### config.mk
export PLATFORM = sky130hd
export DESIGN_NAME = fmit_cell
export DESIGN_NICKNAME = d
export VERILOG_FILES = /design/src/flow_min_interval_tracker_unit_macros.svh /design/src/fmit_pkg.sv /design/src/fmit_cell.sv
export SDC_FILE = /design/constraint.sdc
export NUM_CORES = 1
export LEC_CHECK = 0
export BUFFER_PORTS_ARGS = -buffer_cell sky130_fd_sc_hd__buf_2
export CORE_ASPECT_RATIO = 1.1
export CORE_MARGIN = 5
export CORE_UTILIZATION = 45
export CTS_CLUSTER_DIAMETER = 30
export DETAILED_ROUTE_END_ITERATION = 10
export MAX_ROUTING_LAYER = met4
export PLACE_DENSITY = 0.78
export SYNTH_ARGS = -nofsm -noshare
export SYNTH_HDL_FRONTEND = slang
export SYNTH_SLANG_ARGS = --single-unit
export TNS_END_PERCENT = 20
### constraint.sdc
create_clock -name clk -period 9.75 [get_ports clk]
set_input_delay 2.4375 -clock clk [delete_from_list [all_inputs] [get_ports clk]]
set_output_delay 2.4375 -clock clk [all_outputs]
set_load 0.03 [all_outputs]
### src/flow_min_interval_tracker_unit_macros.svh
// Assertion macros for the flow interval tracker.
`ifndef FLOW_MIN_INTERVAL_TRACKER_UNIT_MACROS_SVH
`define FLOW_MIN_INTERVAL_TRACKER_UNIT_MACROS_SVH

// Same-cycle implication, checked outside reset.
`define FMIT_ASSERT_NOW(lbl, ante, cons, msg) \
    lbl: assert property (@(posedge clk) disable iff (!rst_n) (ante) |-> (cons)) \
        else $error(msg);

// Next-cycle implication, checked outside reset.
`define FMIT_ASSERT_NEXT(lbl, ante, cons, msg) \
    lbl: assert property (@(posedge clk) disable iff (!rst_n) (ante) |=> (cons)) \
        else $error(msg);

`endif

### src/fmit_pkg.sv
// ----------------------------------------------------------------------------
// fmit_pkg
// Types and constants shared by the flow interval tracker modules.
// ----------------------------------------------------------------------------
`timescale 1ns / 1ps

package fmit_pkg;

    localparam int TABLE_DEPTH = 64;
    localparam int IDX_W       = (TABLE_DEPTH > 1) ? $clog2(TABLE_DEPTH) : 1;
    localparam int CNT_W       = $clog2(TABLE_DEPTH + 1);
    localparam int KEY_W       = 64;
    localparam int TIME_W      = 40;
    localparam int GAP_W       = 32;

    localparam logic [GAP_W-1:0] GAP_NONE = {GAP_W{1'b1}};
    localparam logic [GAP_W-1:0] GAP_MAX  = {1'b0, {(GAP_W-1){1'b1}}};

    localparam logic KIND_REPORT = 1'b0;
    localparam logic KIND_DROP   = 1'b1;

    // Broadcast from the controller to every cell
    typedef struct packed {
        logic              is_close;
        logic [KEY_W-1:0]  key;
        logic [TIME_W-1:0] now;
        logic              in_table;  // scan index below fill count
        logic              at_end;    // scan index equals fill count
        logic              found;     // key already matched earlier in scan
    } ctl_t;

    typedef enum logic [2:0] {
        ST_IDLE = 3'b001,
        ST_SCAN = 3'b010,
        ST_DONE = 3'b100
    } state_t;

endpackage

### src/fmit_cell.sv
// ----------------------------------------------------------------------------
// fmit_cell
// One table entry: compares the scanned key, updates its gap, appends a new
// flow, or takes its right neighbor's entry while a closed flow is removed.
// ----------------------------------------------------------------------------
`timescale 1ns / 1ps

module fmit_cell
    import fmit_pkg::*;
(
    input  logic              clk,
    input  logic              sel,
    input  ctl_t              ctl,
    input  logic              load_right,
    input  logic [KEY_W-1:0]  right_key,
    input  logic [TIME_W-1:0] right_time,
    input  logic [GAP_W-1:0]  right_gap,
    output logic [KEY_W-1:0]  ent_key,
    output logic [TIME_W-1:0] ent_time,
    output logic [GAP_W-1:0]  ent_gap,
    output logic              hit,
    output logic [GAP_W-1:0]  hit_gap
);

    logic [KEY_W-1:0]  key_reg,  key_next;
    logic [TIME_W-1:0] time_reg, time_next;
    logic [GAP_W-1:0]  gap_reg,  gap_next;
    logic [TIME_W-1:0] diff;
    logic [GAP_W-1:0]  sat;
    logic              match;

    assign match   = sel && ctl.in_table && !ctl.found && (key_reg == ctl.key);
    assign hit     = match;
    assign hit_gap = match ? gap_reg : '0;

    // wrapped gap, saturated to 31 bits
    assign diff = ctl.now - time_reg;
    assign sat  = (diff[TIME_W-1:GAP_W-1] != '0) ? GAP_MAX
                                                : {1'b0, diff[GAP_W-2:0]};

    always_comb
    begin
        key_next  = key_reg;
        time_next = time_reg;
        gap_next  = gap_reg;
        if (load_right)
        begin
            key_next  = right_key;
            time_next = right_time;
            gap_next  = right_gap;
        end
        else if (match && !ctl.is_close)
        begin
            time_next = ctl.now;
            if (gap_reg == GAP_NONE || sat < gap_reg)
                gap_next = sat;
        end
        else if (sel && ctl.at_end && !ctl.found && !ctl.is_close)
        begin
            key_next  = ctl.key;
            time_next = ctl.now;
            gap_next  = GAP_NONE;
        end
    end

    always_ff @(posedge clk)
    begin
        key_reg  <= key_next;
        time_reg <= time_next;
        gap_reg  <= gap_next;
    end

    assign ent_key  = key_reg;
    assign ent_time = time_reg;
    assign ent_gap  = gap_reg;

endmodule

==> impl_metrics.csv, run 1 <==
group,metric,value,unit
outcome,status,"finished, final reports clean",
floorplan,die_w,156,µm
floorplan,core_area,22900,µm²
synth,yosysTopAreaCellShare,38.8,%
sta,period_share,87.8,%
floorplan,ios,416,
grt,gr-total-overflow,0,
floorplan,die_h,170,µm
routing,vias,9976,
worst_setup_path,r2r_start,"ent_time[0]",
worst_setup_path,rrSetupSlack,3.05,ns
grt,track_usage,29.1,%
worst_setup_path,cp_max_fo,32,
placement,gp_congestion,0.984,
worst_setup_path,cp_num_cells,25,
clock_tree,cts_sinks,136,
synth,synthTopCellsByArea,"edfxtp_1 39%, mux2_2 11%, ha_1 8.2%",
power_and_ir_drop,irDropWorstVdd,0.000123,V
synth,ys_ff_latch,136,
routing,drc,0,
sta,finalSetupViolCount,0,
synth,synthCells,1033,
flow_run,maxCapViolations,0,
grt,grt_max_degree,65,
sta,slew_violations,0,
cells_and_area,final_cells,1763,
worst_setup_path,cpMaxStageDelayCell,"a2111oi_0",
hold_path,min_path_type,"flip-flop to flip-flop",
worst_setup_path,r2r_cells,23,
worst_setup_path,path_delay_family,"compound AO/OA/AOI/OAI gates",
synth,synth_nets,1350,
routing,viasPerCell,5.66,
worst_setup_path,worstReg2RegEnd,"ent_gap[11]",
sta,period_needed,8.56,ns
synth,seq_area_frac_synth,38.8,%
worst_setup_path,crit_path_end,"ent_gap[11]",
grt,grt_pass1_wl,57200,µm
cells_and_area,nFillCells,2080,
cells_and_area,ff_latch_area,4080,µm²
placement,post-dp-hpwl,32200,µm
synth,syn-cell-area,10500,µm²
clock_tree,htreeDepth,4,
routing,wl_met3,3050,µm
power_and_ir_drop,leakagePower,6.01,nW
routing,postRouteAntennaNets,0,
routing,first_pass_iters,5,
cells_and_area,multi_input_area,5970,µm²
grt,antenna_found_initial,14,
hold_path,holdCritStartpoint,"ent_time[0]",
routing,drt-met1-wl,14700,µm
floorplan,initial_core_util,45.9,%
placement,port_buffers,415,
sta,rsz0062_at_grt,"no",
sta,tightest_slew,1.11,ns
worst_setup_path,cp_slowest_stage_delay,0.58,ns
synth,synth_edf_count,136,
clock_tree,cts_buffers,17,
clock_tree,cts_buffer_depth,2,
worst_setup_path,required,9.83,ns
cells_and_area,area_growth,28.1,%
worst_setup_path,crit_buf_inv,4,
sta,slew_headroom,25.6,%
clock_tree,holdBufCountCts,0,
clock_tree,cts_tree,"done",
floorplan,rows,58,
clock_tree,clkTransAtPathRegs,0.07,ns
clock_tree,post_cts_resized,0,
routing,wl,39100,µm
cells_and_area,nets,1753,
clock_tree,root_buffer,"clkbuf_16",
synth,ys.flop_type,"edfxtp_1",
synth,ys_async_sr_fraction,0,%
sta,hold_viol,0,
placement,dp.cells,1717,
clock_tree,cts_setup_buffers,0,
worst_setup_path,start_kind,"input port",
routing,wl_per_cell,22.2,µm
routing,drt_iter0_drc,825,
synth,ys_warn_count,0,
worst_setup_path,arrival,8.63,ns
worst_setup_path,endpoint_kind,"flip-flop",
routing,dr_wl_met2,20000,µm
power_and_ir_drop,powerDensity,158,nW/µm²
synth,synth_top_area_cell,"edfxtp_1",
grt,grt_pass1_vias,10200,
cells_and_area,layout-drive-gt1-share,39.8,%
worst_setup_path,critPathKind,"input port to flip-flop",
sta,max_clock_freq,117,MHz
synth,syn_area_per_cell,10.2,µm²
sta,setup-tns-final,0,ns
synth,synth.distinct_cells,69,
worst_setup_path,critical_path.startpoint,"ctl[3]",
floorplan,die_area,26500,µm²
sta,finalClockSkew,0.0165,ns
routing,highest_layer,"met4",
clock_tree,clk_latency,0.43,ns
==> state kept, by name, indices dropped and copies added, names as in the netlist <==
register	count
ent_key	64
ent_time	40
ent_gap	32
==> metrics by stage <==
stage / hold slack [ns] / power [mW] / setup WS [ns] / utilization [%] / area [µm²]
finish: 0.845 / 2.13 / 1.19 / 58.8 / 13500
global route: 0.910 / 2.22 / 0.578 / 58.7 / 13500
global placement: 0.840 / 1.48 / 1.13 / 56.1 / 12900
detailed placement: 0.844 / 1.49 / 0.863 / 56.1 / 12900
floorplan: 0.911 / 1.24 / 0.903 / - / 10500
CTS: 0.853 / 2.13 / 1.32 / 58.6 / 13400
==> routing by layer <==
layer	vias to the layer above	global-route usage [%]
met5	-	-
met4	0	12.0
met3	73	5.52
met2	456	50.4
met1	4777	33.2
li1	4670	-
==> Yosys cell counts (all sizes together), types with 32 or more instances <==
cell type and count:
inv 84, xnor2 32, mux2 103, edfxtp 136, a21oi 58, ha 69
nand4 34, xor2 65, nor2 42, nand2 85, and2 42
==> layout make-up <==
type	instances	share of cell area [%]
antenna	14	0.260
clock inverter	15	1.03
clock buffer	17	3.16
inverter	85	2.37
multi-input combinational	774	44.3
timing repair buffer	422	15.8
tap	300	2.79
sequential	136	30.3
==> cell families after synthesis <==
family / share of synthesized area, %
compound gates: 13.6
xor+xnor: 8.08
fa+ha+maj: 8.40
buf+inv: 4.79
flops: 38.8
mux: 11.3
simple gates: 15.0
==> worst reg2reg max path, delay by kind of cell, from the launching register on <==
kind | cells | cell delay (ns)
buffers and inverters | 2 | 0.46
adders and majority gates | 3 | 0.89
AOI/OAI and AO/OA | 13 | 3.37
DFF | 1 | 0.34
and+or+nand+nor | 5 | 1.26
==> power by group <==
part           internal, mW  switching [mW]  leakage, nW
combinational         0.259           0.470         4.42
sequential            0.714          0.0439         1.31
clock                 0.356           0.291        0.274
total                  1.33           0.804         6.01
==> how the worst min path moves through the flow <==
stage | endpoint | slack, ns | depth (start not counted)
after global placement | ent_gap[0] | 0.84 | 2
after CTS | ent_gap[0] | 0.85 | 2
after floorplan | ent_gap[0] | 0.91 | 2
after detailed placement | ent_gap[0] | 0.84 | 2
final | ent_gap[0] | 0.85 | 2
after global routing | ent_gap[0] | 0.91 | 2
==> cells in the final DEF, fill, tap and decap left out, types with 6 or more instances in the layout <==
cell,Yosys,layout
a211oi_1,6,6
a21o_1,18,18
a21oi_1,55,55
a2bb2oi_1,30,30
and2_1,42,42
buf_2,10,414
buf_4,0,8
clkbuf_16,0,17
diode_2,0,14
edfxtp_1,136,136
ha_1,69,69
inv_1,84,84
mux2_2,103,103
nand2_1,84,83
nand2b_1,6,6
nand3_1,16,16
nand4_1,32,32
nor2_1,42,42
nor3_1,13,13
nor4_1,27,26
o211ai_1,9,9
o21ai_0,30,30
or3_1,7,7
xnor2_1,32,32
xor2_1,65,65
(Power assumes the default switching activity.)
==> inputs of run 2 (changes only) <==
--- a/config.mk
+++ b/config.mk
@@ -6,13 +6,14 @@
 export NUM_CORES = 1
 export LEC_CHECK = 0
 export BUFFER_PORTS_ARGS = -buffer_cell sky130_fd_sc_hd__buf_2
-export CORE_ASPECT_RATIO = 1.1
+export CORE_ASPECT_RATIO = 2
 export CORE_MARGIN = 5
 export CORE_UTILIZATION = 45
 export CTS_CLUSTER_DIAMETER = 30
 export DETAILED_ROUTE_END_ITERATION = 10
 export MAX_ROUTING_LAYER = met4
 export PLACE_DENSITY = 0.78
+export RECOVER_POWER = 100
 export SYNTH_ARGS = -nofsm -noshare
 export SYNTH_HDL_FRONTEND = slang
 export SYNTH_SLANG_ARGS = --single-unit
==> run 2 against run 1 <==
  * The run now ends with max-capacitance violations, max-slew violations left
  * Worst hold slack better by 0.063 ns
  * Clock skew is 0.0030 ns lower
  * Sequential share of layout area is 0.61 points higher
  * Wire length is 6.4% higher
  * First-iteration DRC count is 26% lower
  * Sequential power hardly changed
  * Final area is 2.0% lower
  * Worst setup slack worse by 0.28 ns
==> impl_metrics.csv, run 2 (synthesized netlist as in run 1, its figures left out) <==
group,metric,value,unit
worst_setup_path,required,9.84,ns
floorplan,die_w,118,µm
cells_and_area,nFillCells,2156,
routing,drt_iter0_drc,611,
hold_path,holdCritStartpoint,"ent_time[0]",
clock_tree,htreeDepth,4,
outcome,status,"finished, violations left",
floorplan,die_h,226,µm
floorplan,ios,416,
floorplan,core_area,23100,µm²
routing,first_pass_iters,5,
grt,antenna_found_initial,6,
worst_setup_path,start_kind,"input port",
grt,grt_pass1_wl,61100,µm
placement,gp_congestion,0.990,
clock_tree,cts_buffers,17,
floorplan,rows,79,
routing,viasPerCell,5.78,
routing,postRouteAntennaNets,0,
sta,setup-tns-final,0,ns
worst_setup_path,r2r_cells,23,
power_and_ir_drop,intPower,1.32,mW
grt,track_usage,31.1,%
cells_and_area,nets,1754,
hold_path,holdPathEnd,"ent_gap[0]",
grt,gr-total-overflow,0,
cells_and_area,final_common_cell,"buf_2",
placement,post-dp-hpwl,34800,µm
power_and_ir_drop,p_switching,0.831,mW
routing,vias,10000,
cells_and_area,layout-drive-gt1-share,28.8,%
routing,wl,41600,µm
sta,tightest_slew,3.60,ns
power_and_ir_drop,powerDensity,163,nW/µm²
floorplan,initial_core_util,45.5,%
sta,finalSetupViolCount,0,
power_and_ir_drop,swShare,38.6,%
worst_setup_path,r2r_start,"ent_time[22]",
cells_and_area,largest_reg_flops,64,
cells_and_area,final_cell_mix,"261 x buf_2, 158 x clkbuf_1, 136 x edfxtp_1",
cells_and_area,postLayoutCoreUtil,57.1,%
clock_tree,post_cts_resized,0,
clock_tree,clkTransAtPathRegs,0.07,ns
sta,slew_headroom,-140,%
flow_run,maxCapViolations,6,
clock_tree,cts_tree,"done",
worst_setup_path,critPathKind,"input port to flip-flop",
power_and_ir_drop,power_frac_seq,35.2,%
hold_path,min_path_type,"flip-flop to flip-flop",
sta,finalClockSkew,0.0135,ns
worst_setup_path,worstReg2RegEnd,"ent_gap[10]",
clock_tree,cts_sinks,136,
power_and_ir_drop,combPwrFrac,33.9,%
clock_tree,clk_latency,0.45,ns
sta,period_needed,8.84,ns
placement,port_buffers,415,
sta,rsz0062_at_grt,"no",
clock_tree,holdBufCountCts,0,
clock_tree,cts_buffer_depth,2,
power_and_ir_drop,leakagePower,5.53,nW
grt,grt_pass1_vias,10600,
clock_tree,root_buffer,"clkbuf_16",
worst_setup_path,endpoint_kind,"flip-flop",
routing,drc,0,
worst_setup_path,arrival,8.93,ns
sta,max_clock_freq,113,MHz
cells_and_area,area_growth,25.6,%
worst_setup_path,rrSetupSlack,2.56,ns
routing,wl_per_cell,23.9,µm
sta,slew_violations,272,
power_and_ir_drop,p_clk_share,30.9,%
sta,period_share,90.6,%
grt,grt_max_degree,65,
hold_path,hold-path-cell-count,2,
floorplan,die_area,26700,µm²
sta,hold_viol,0,
worst_setup_path,cp_max_fo,32,
outcome,violations,"max-capacitance violations, max-slew violations",
clock_tree,cts_setup_buffers,0,
power_and_ir_drop,irDropWorstVdd,0.000137,V
run 2: changes by cell type in the layout (fill, tap and decap cells not counted), moves of 2 or more:
cell,before,now
nor3_1,13,15
clkbuf_1,0,158
nor3_4,2,0
and2_1,42,28
clkinv_1,4,2
diode_2,14,5
inv_8,1,3
buf_2,414,261
and2_0,0,14
buf_4,8,3
clkinv_4,4,2
run 2: worst max-delay path, stage by stage:
cell	delay [ns]
buf_2	0.11
ha_1	0.44
nand4_2	0.30
nor4_1	0.81
nand3_1	0.27
o32a_1	0.24
o211ai_1	0.09
nor4b_2	0.23
nand4_1	0.40
nor2_1	0.20
clkbuf_2	0.41
nand2_1	0.10
ha_1	0.31
a21o_1	0.16
a21o_1	0.16
a21oi_1	0.13
nor2_1	0.06
a2111oi_0	0.40
o31ai_1	0.17
a2111oi_0	0.58
nand4b_1	0.27
o31ai_4	0.22
buf_4	0.44
run 2: final cells by class:
type | count | area (µm²) | area share (%)
diodes | 5 | 12.5 | 0.0947
clock buffers | 17 | 425 | 3.22
clock inverters | 15 | 159 | 1.20
inverters | 85 | 319 | 2.42
multi-input cells | 774 | 5930 | 44.9
flip-flops and latches | 136 | 4080 | 30.9
well taps | 283 | 354 | 2.68
repair buffers | 423 | 1930 | 14.6
run 2: power groups by stage:
stage / clock network, mW / registers [mW] / logic (mW)
2_1_floorplan: 0 / 0.871 / 0.371
3_3_place_gp: 0 / 0.765 / 0.734
3_5_place_dp: 0 / 0.768 / 0.738
4_1_cts: 0.675 / 0.756 / 0.741
5_1_grt: 0.701 / 0.765 / 0.780
6_report: 0.666 / 0.759 / 0.730
run 2: per-layer routing:
metal	vias to the layer above	global-route usage, %	wire length, µm
li1	4654	-	-
met1	4689	28.1	13000
met2	553	59.2	23100
met3	149	7.02	3100
met4	0	16.0	2460
met5	-	-	0
run 2: stage by stage:
stage          std cells  area [µm²]  hold slack (ns)  total power, mW  setup WS (ns)
3_3_place_gp        1701       12900            0.899             1.50          0.911
5_1_grt             1737       13200            0.910             2.25          0.401
4_1_cts             1733       13400            0.898             2.17           1.17
6_report            1738       13200            0.909             2.16          0.914
2_1_floorplan       1033       10500            0.911             1.24          0.903
3_5_place_dp        1701       12900            0.867             1.51          0.709
run 2: how the worst max path moves through the flow:
stage                 start     endpoint  depth (start not counted)
floorplan            ctl[3]   ent_gap[0]                         25
global placement    ctl[25]   ent_gap[1]                         23
detailed placement  ctl[25]   ent_gap[6]                         23
CTS                 ctl[25]  ent_gap[29]                         23
global route         ctl[3]  ent_gap[10]                         26
finish              ctl[25]  ent_gap[10]                         23
==> inputs of run 3 (changes only) <==
--- a/config.mk
+++ b/config.mk
@@ -13,7 +13,6 @@
 export DETAILED_ROUTE_END_ITERATION = 10
 export MAX_ROUTING_LAYER = met4
 export PLACE_DENSITY = 0.78
-export RECOVER_POWER = 100
 export SYNTH_ARGS = -nofsm -noshare
 export SYNTH_HDL_FRONTEND = slang
 export SYNTH_SLANG_ARGS = --single-unit
==> run 3 against run 2 <==
  * The flow now finishes without violations
  * Register-to-register slack gained 0.20 ns
  * Clock power is essentially flat
  * Non-clock buffer count did not move
  * Worst setup slack better by 0.19 ns
  * Final area grew 1.9%
  * Sequential share of layout area is 0.57 points lower
  * Via count increased by 0.39%
  * Global-route usage unchanged
  * Power increased by 0.62%
  * Worst hold slack got worse by 0.0062 ns
  * Combinational power grew 2%
  * Critical endpoint is now ent_gap[8]
  * Largest power group unchanged
==> impl_metrics.csv, run 3 (synthesized netlist as in run 1, its figures left out) <==
group,metric,value,unit
outcome,status,"finished, final reports clean",
floorplan,ios,416,
hold_path,min_path_type,"flip-flop to flip-flop",
worst_setup_path,arrival,8.73,ns
power_and_ir_drop,powerDensity,161,nW/µm²
cells_and_area,area_growth,27.9,%
grt,grtUsageMet1,28.1,%
cells_and_area,final_cell_mix,"414 x buf_2, 136 x edfxtp_1, 103 x mux2_2",
worst_setup_path,rrSetupSlack,2.76,ns
hold_path,holdPathEnd,"ent_gap[0]",
cells_and_area,nets,1754,
sta,finalClockSkew,0.0127,ns
worst_setup_path,endpoint_kind,"flip-flop",
clock_tree,cts_buffer_depth,2,
sta,rsz0062_at_grt,"no",
routing,viasPerCell,5.81,
worst_setup_path,required,9.84,ns
floorplan,rows,79,
worst_setup_path,worstReg2RegEnd,"ent_gap[8]",
floorplan,core_area,23100,µm²
worst_setup_path,r2r_cells,23,
routing,postRouteAntennaNets,0,
grt,grt_busiest_layer,"met2",
floorplan,die_area,26700,µm²
power_and_ir_drop,p_switching,0.833,mW
sta,tightest_slew,1.13,ns
routing,wl_per_cell,24.0,µm
sta,finalSetupViolCount,0,
sta,period_share,88.7,%
placement,post-dp-hpwl,34800,µm
grt,grt_max_degree,65,
cells_and_area,largest_reg_flops,64,
floorplan,die_w,118,µm
cells_and_area,layout-drive-gt1-share,40.0,%
sta,period_needed,8.64,ns
worst_setup_path,cp_max_fo,32,
grt,antenna_found_initial,6,
hold_path,hold-path-cell-count,2,
clock_tree,cts_tree,"done",
clock_tree,cts_sinks,136,
clock_tree,htreeDepth,4,
grt,track_usage,31.1,%
cells_and_area,nFillCells,2067,
placement,gp_congestion,0.990,
clock_tree,root_buffer,"clkbuf_16",
routing,first_pass_iters,5,
power_and_ir_drop,swShare,38.4,%
floorplan,initial_core_util,45.5,%
flow_run,maxCapViolations,0,
clock_tree,holdBufCountCts,0,
sta,slew_violations,0,
power_and_ir_drop,intPower,1.34,mW
power_and_ir_drop,p_clk_share,30.8,%
routing,vias,10100,
clock_tree,clk_latency,0.45,ns
worst_setup_path,start_kind,"input port",
sta,holdWs,0.902,ns
floorplan,die_h,226,µm
power_and_ir_drop,irDropWorstVdd,0.000139,V
grt,grt_pass1_vias,10600,
sta,setup-tns-final,0,ns
grt,grt_pass1_wl,61100,µm
cells_and_area,final_common_cell,"buf_2",
sta,max_clock_freq,116,MHz
clock_tree,cts_setup_buffers,0,
grt,met2_usage,59.2,%
power_and_ir_drop,power_frac_seq,34.8,%
routing,drc,0,
sta,hold_viol,0,
clock_tree,clkTransAtPathRegs,0.07,ns
hold_path,holdCritStartpoint,"ent_time[0]",
power_and_ir_drop,leakagePower,6.03,nW
routing,drt_iter0_drc,621,
worst_setup_path,critPathKind,"input port to flip-flop",
worst_setup_path,r2r_start,"ent_time[22]",
routing,wl,41700,µm
clock_tree,post_cts_resized,0,
power_and_ir_drop,combPwrFrac,34.4,%
placement,port_buffers,415,
cells_and_area,postLayoutCoreUtil,58.2,%
sta,slew_headroom,24.5,%
clock_tree,cts_buffers,17,
grt,gr-total-overflow,0,
grt,use_met3,7.02,%
run 3: cell count changes in the layout (fill, tap and decap cells not counted), sizes merged:
cell,before,now
clkbuf,176,17
buf,264,423
diode,5,4
run 3: cell type report:
type / instances / area, µm² / area share (%)
multi-input cells: 774 / 5970 / 44.3
flip-flops and latches: 136 / 4080 / 30.3
repair buffers: 423 / 2140 / 15.9
clock buffers: 17 / 425 / 3.16
well taps: 283 / 354 / 2.63
inverters: 85 / 319 / 2.37
clock inverters: 15 / 159 / 1.18
diodes: 4 / 10.0 / 0.0744
run 3: worst max path at each step:
stage	end	slack (ns)	start	cells after the start
3_3_place_gp	ent_gap[1]	0.91	ctl[25]	23
3_5_place_dp	ent_gap[6]	0.71	ctl[25]	23
6_report	ent_gap[8]	1.11	ctl[25]	23
2_1_floorplan	ent_gap[0]	0.90	ctl[3]	25
4_1_cts	ent_gap[29]	1.17	ctl[25]	23
5_1_grt	ent_gap[10]	0.65	ctl[25]	23
run 3: worst max-delay path: stages:
cell and delay, ns:
buf_2 0.10, ha_1 0.44, nand4_2 0.30, nor4_1 0.78, nand3_1 0.26, o32a_1 0.24, o211ai_1 0.09, nor4b_2 0.26
nand4_2 0.36, nor2_1 0.19, buf_4 0.27, nand2_1 0.08, ha_1 0.29, a21o_1 0.16, a21o_1 0.16, a21oi_1 0.13
nor2_1 0.06, a2111oi_0 0.40, o31ai_1 0.17, a2111oi_0 0.58, nand4b_1 0.27, o31ai_4 0.22, buf_4 0.45
run 3: per-stage QoR:
stage	instances	setup WS, ns	cell area, µm²	power, mW
2_1_floorplan	1033	0.903	10500	1.24
3_3_place_gp	1701	0.911	12900	1.50
5_1_grt	1737	0.649	13500	2.26
4_1_cts	1733	1.17	13400	2.17
6_report	1737	1.11	13500	2.17
3_5_place_dp	1701	0.709	12900	1.51
run 3: power by group through the flow:
| stage | Clock, mW | Combinational [mW] | Sequential, mW |
|---|---|---|---|
| detailed placement | 0 | 0.738 | 0.768 |
| global route | 0.701 | 0.794 | 0.762 |
| CTS | 0.675 | 0.741 | 0.756 |
| finish | 0.668 | 0.745 | 0.756 |
| global placement | 0 | 0.734 | 0.765 |
| floorplan | 0 | 0.371 | 0.871 |
run 3: metal layers:
layer,vias up,wire length (µm)
met2,543,23400
met5,-,0
met1,4752,13100
li1,4656,-
met4,0,2260
met3,133,2940
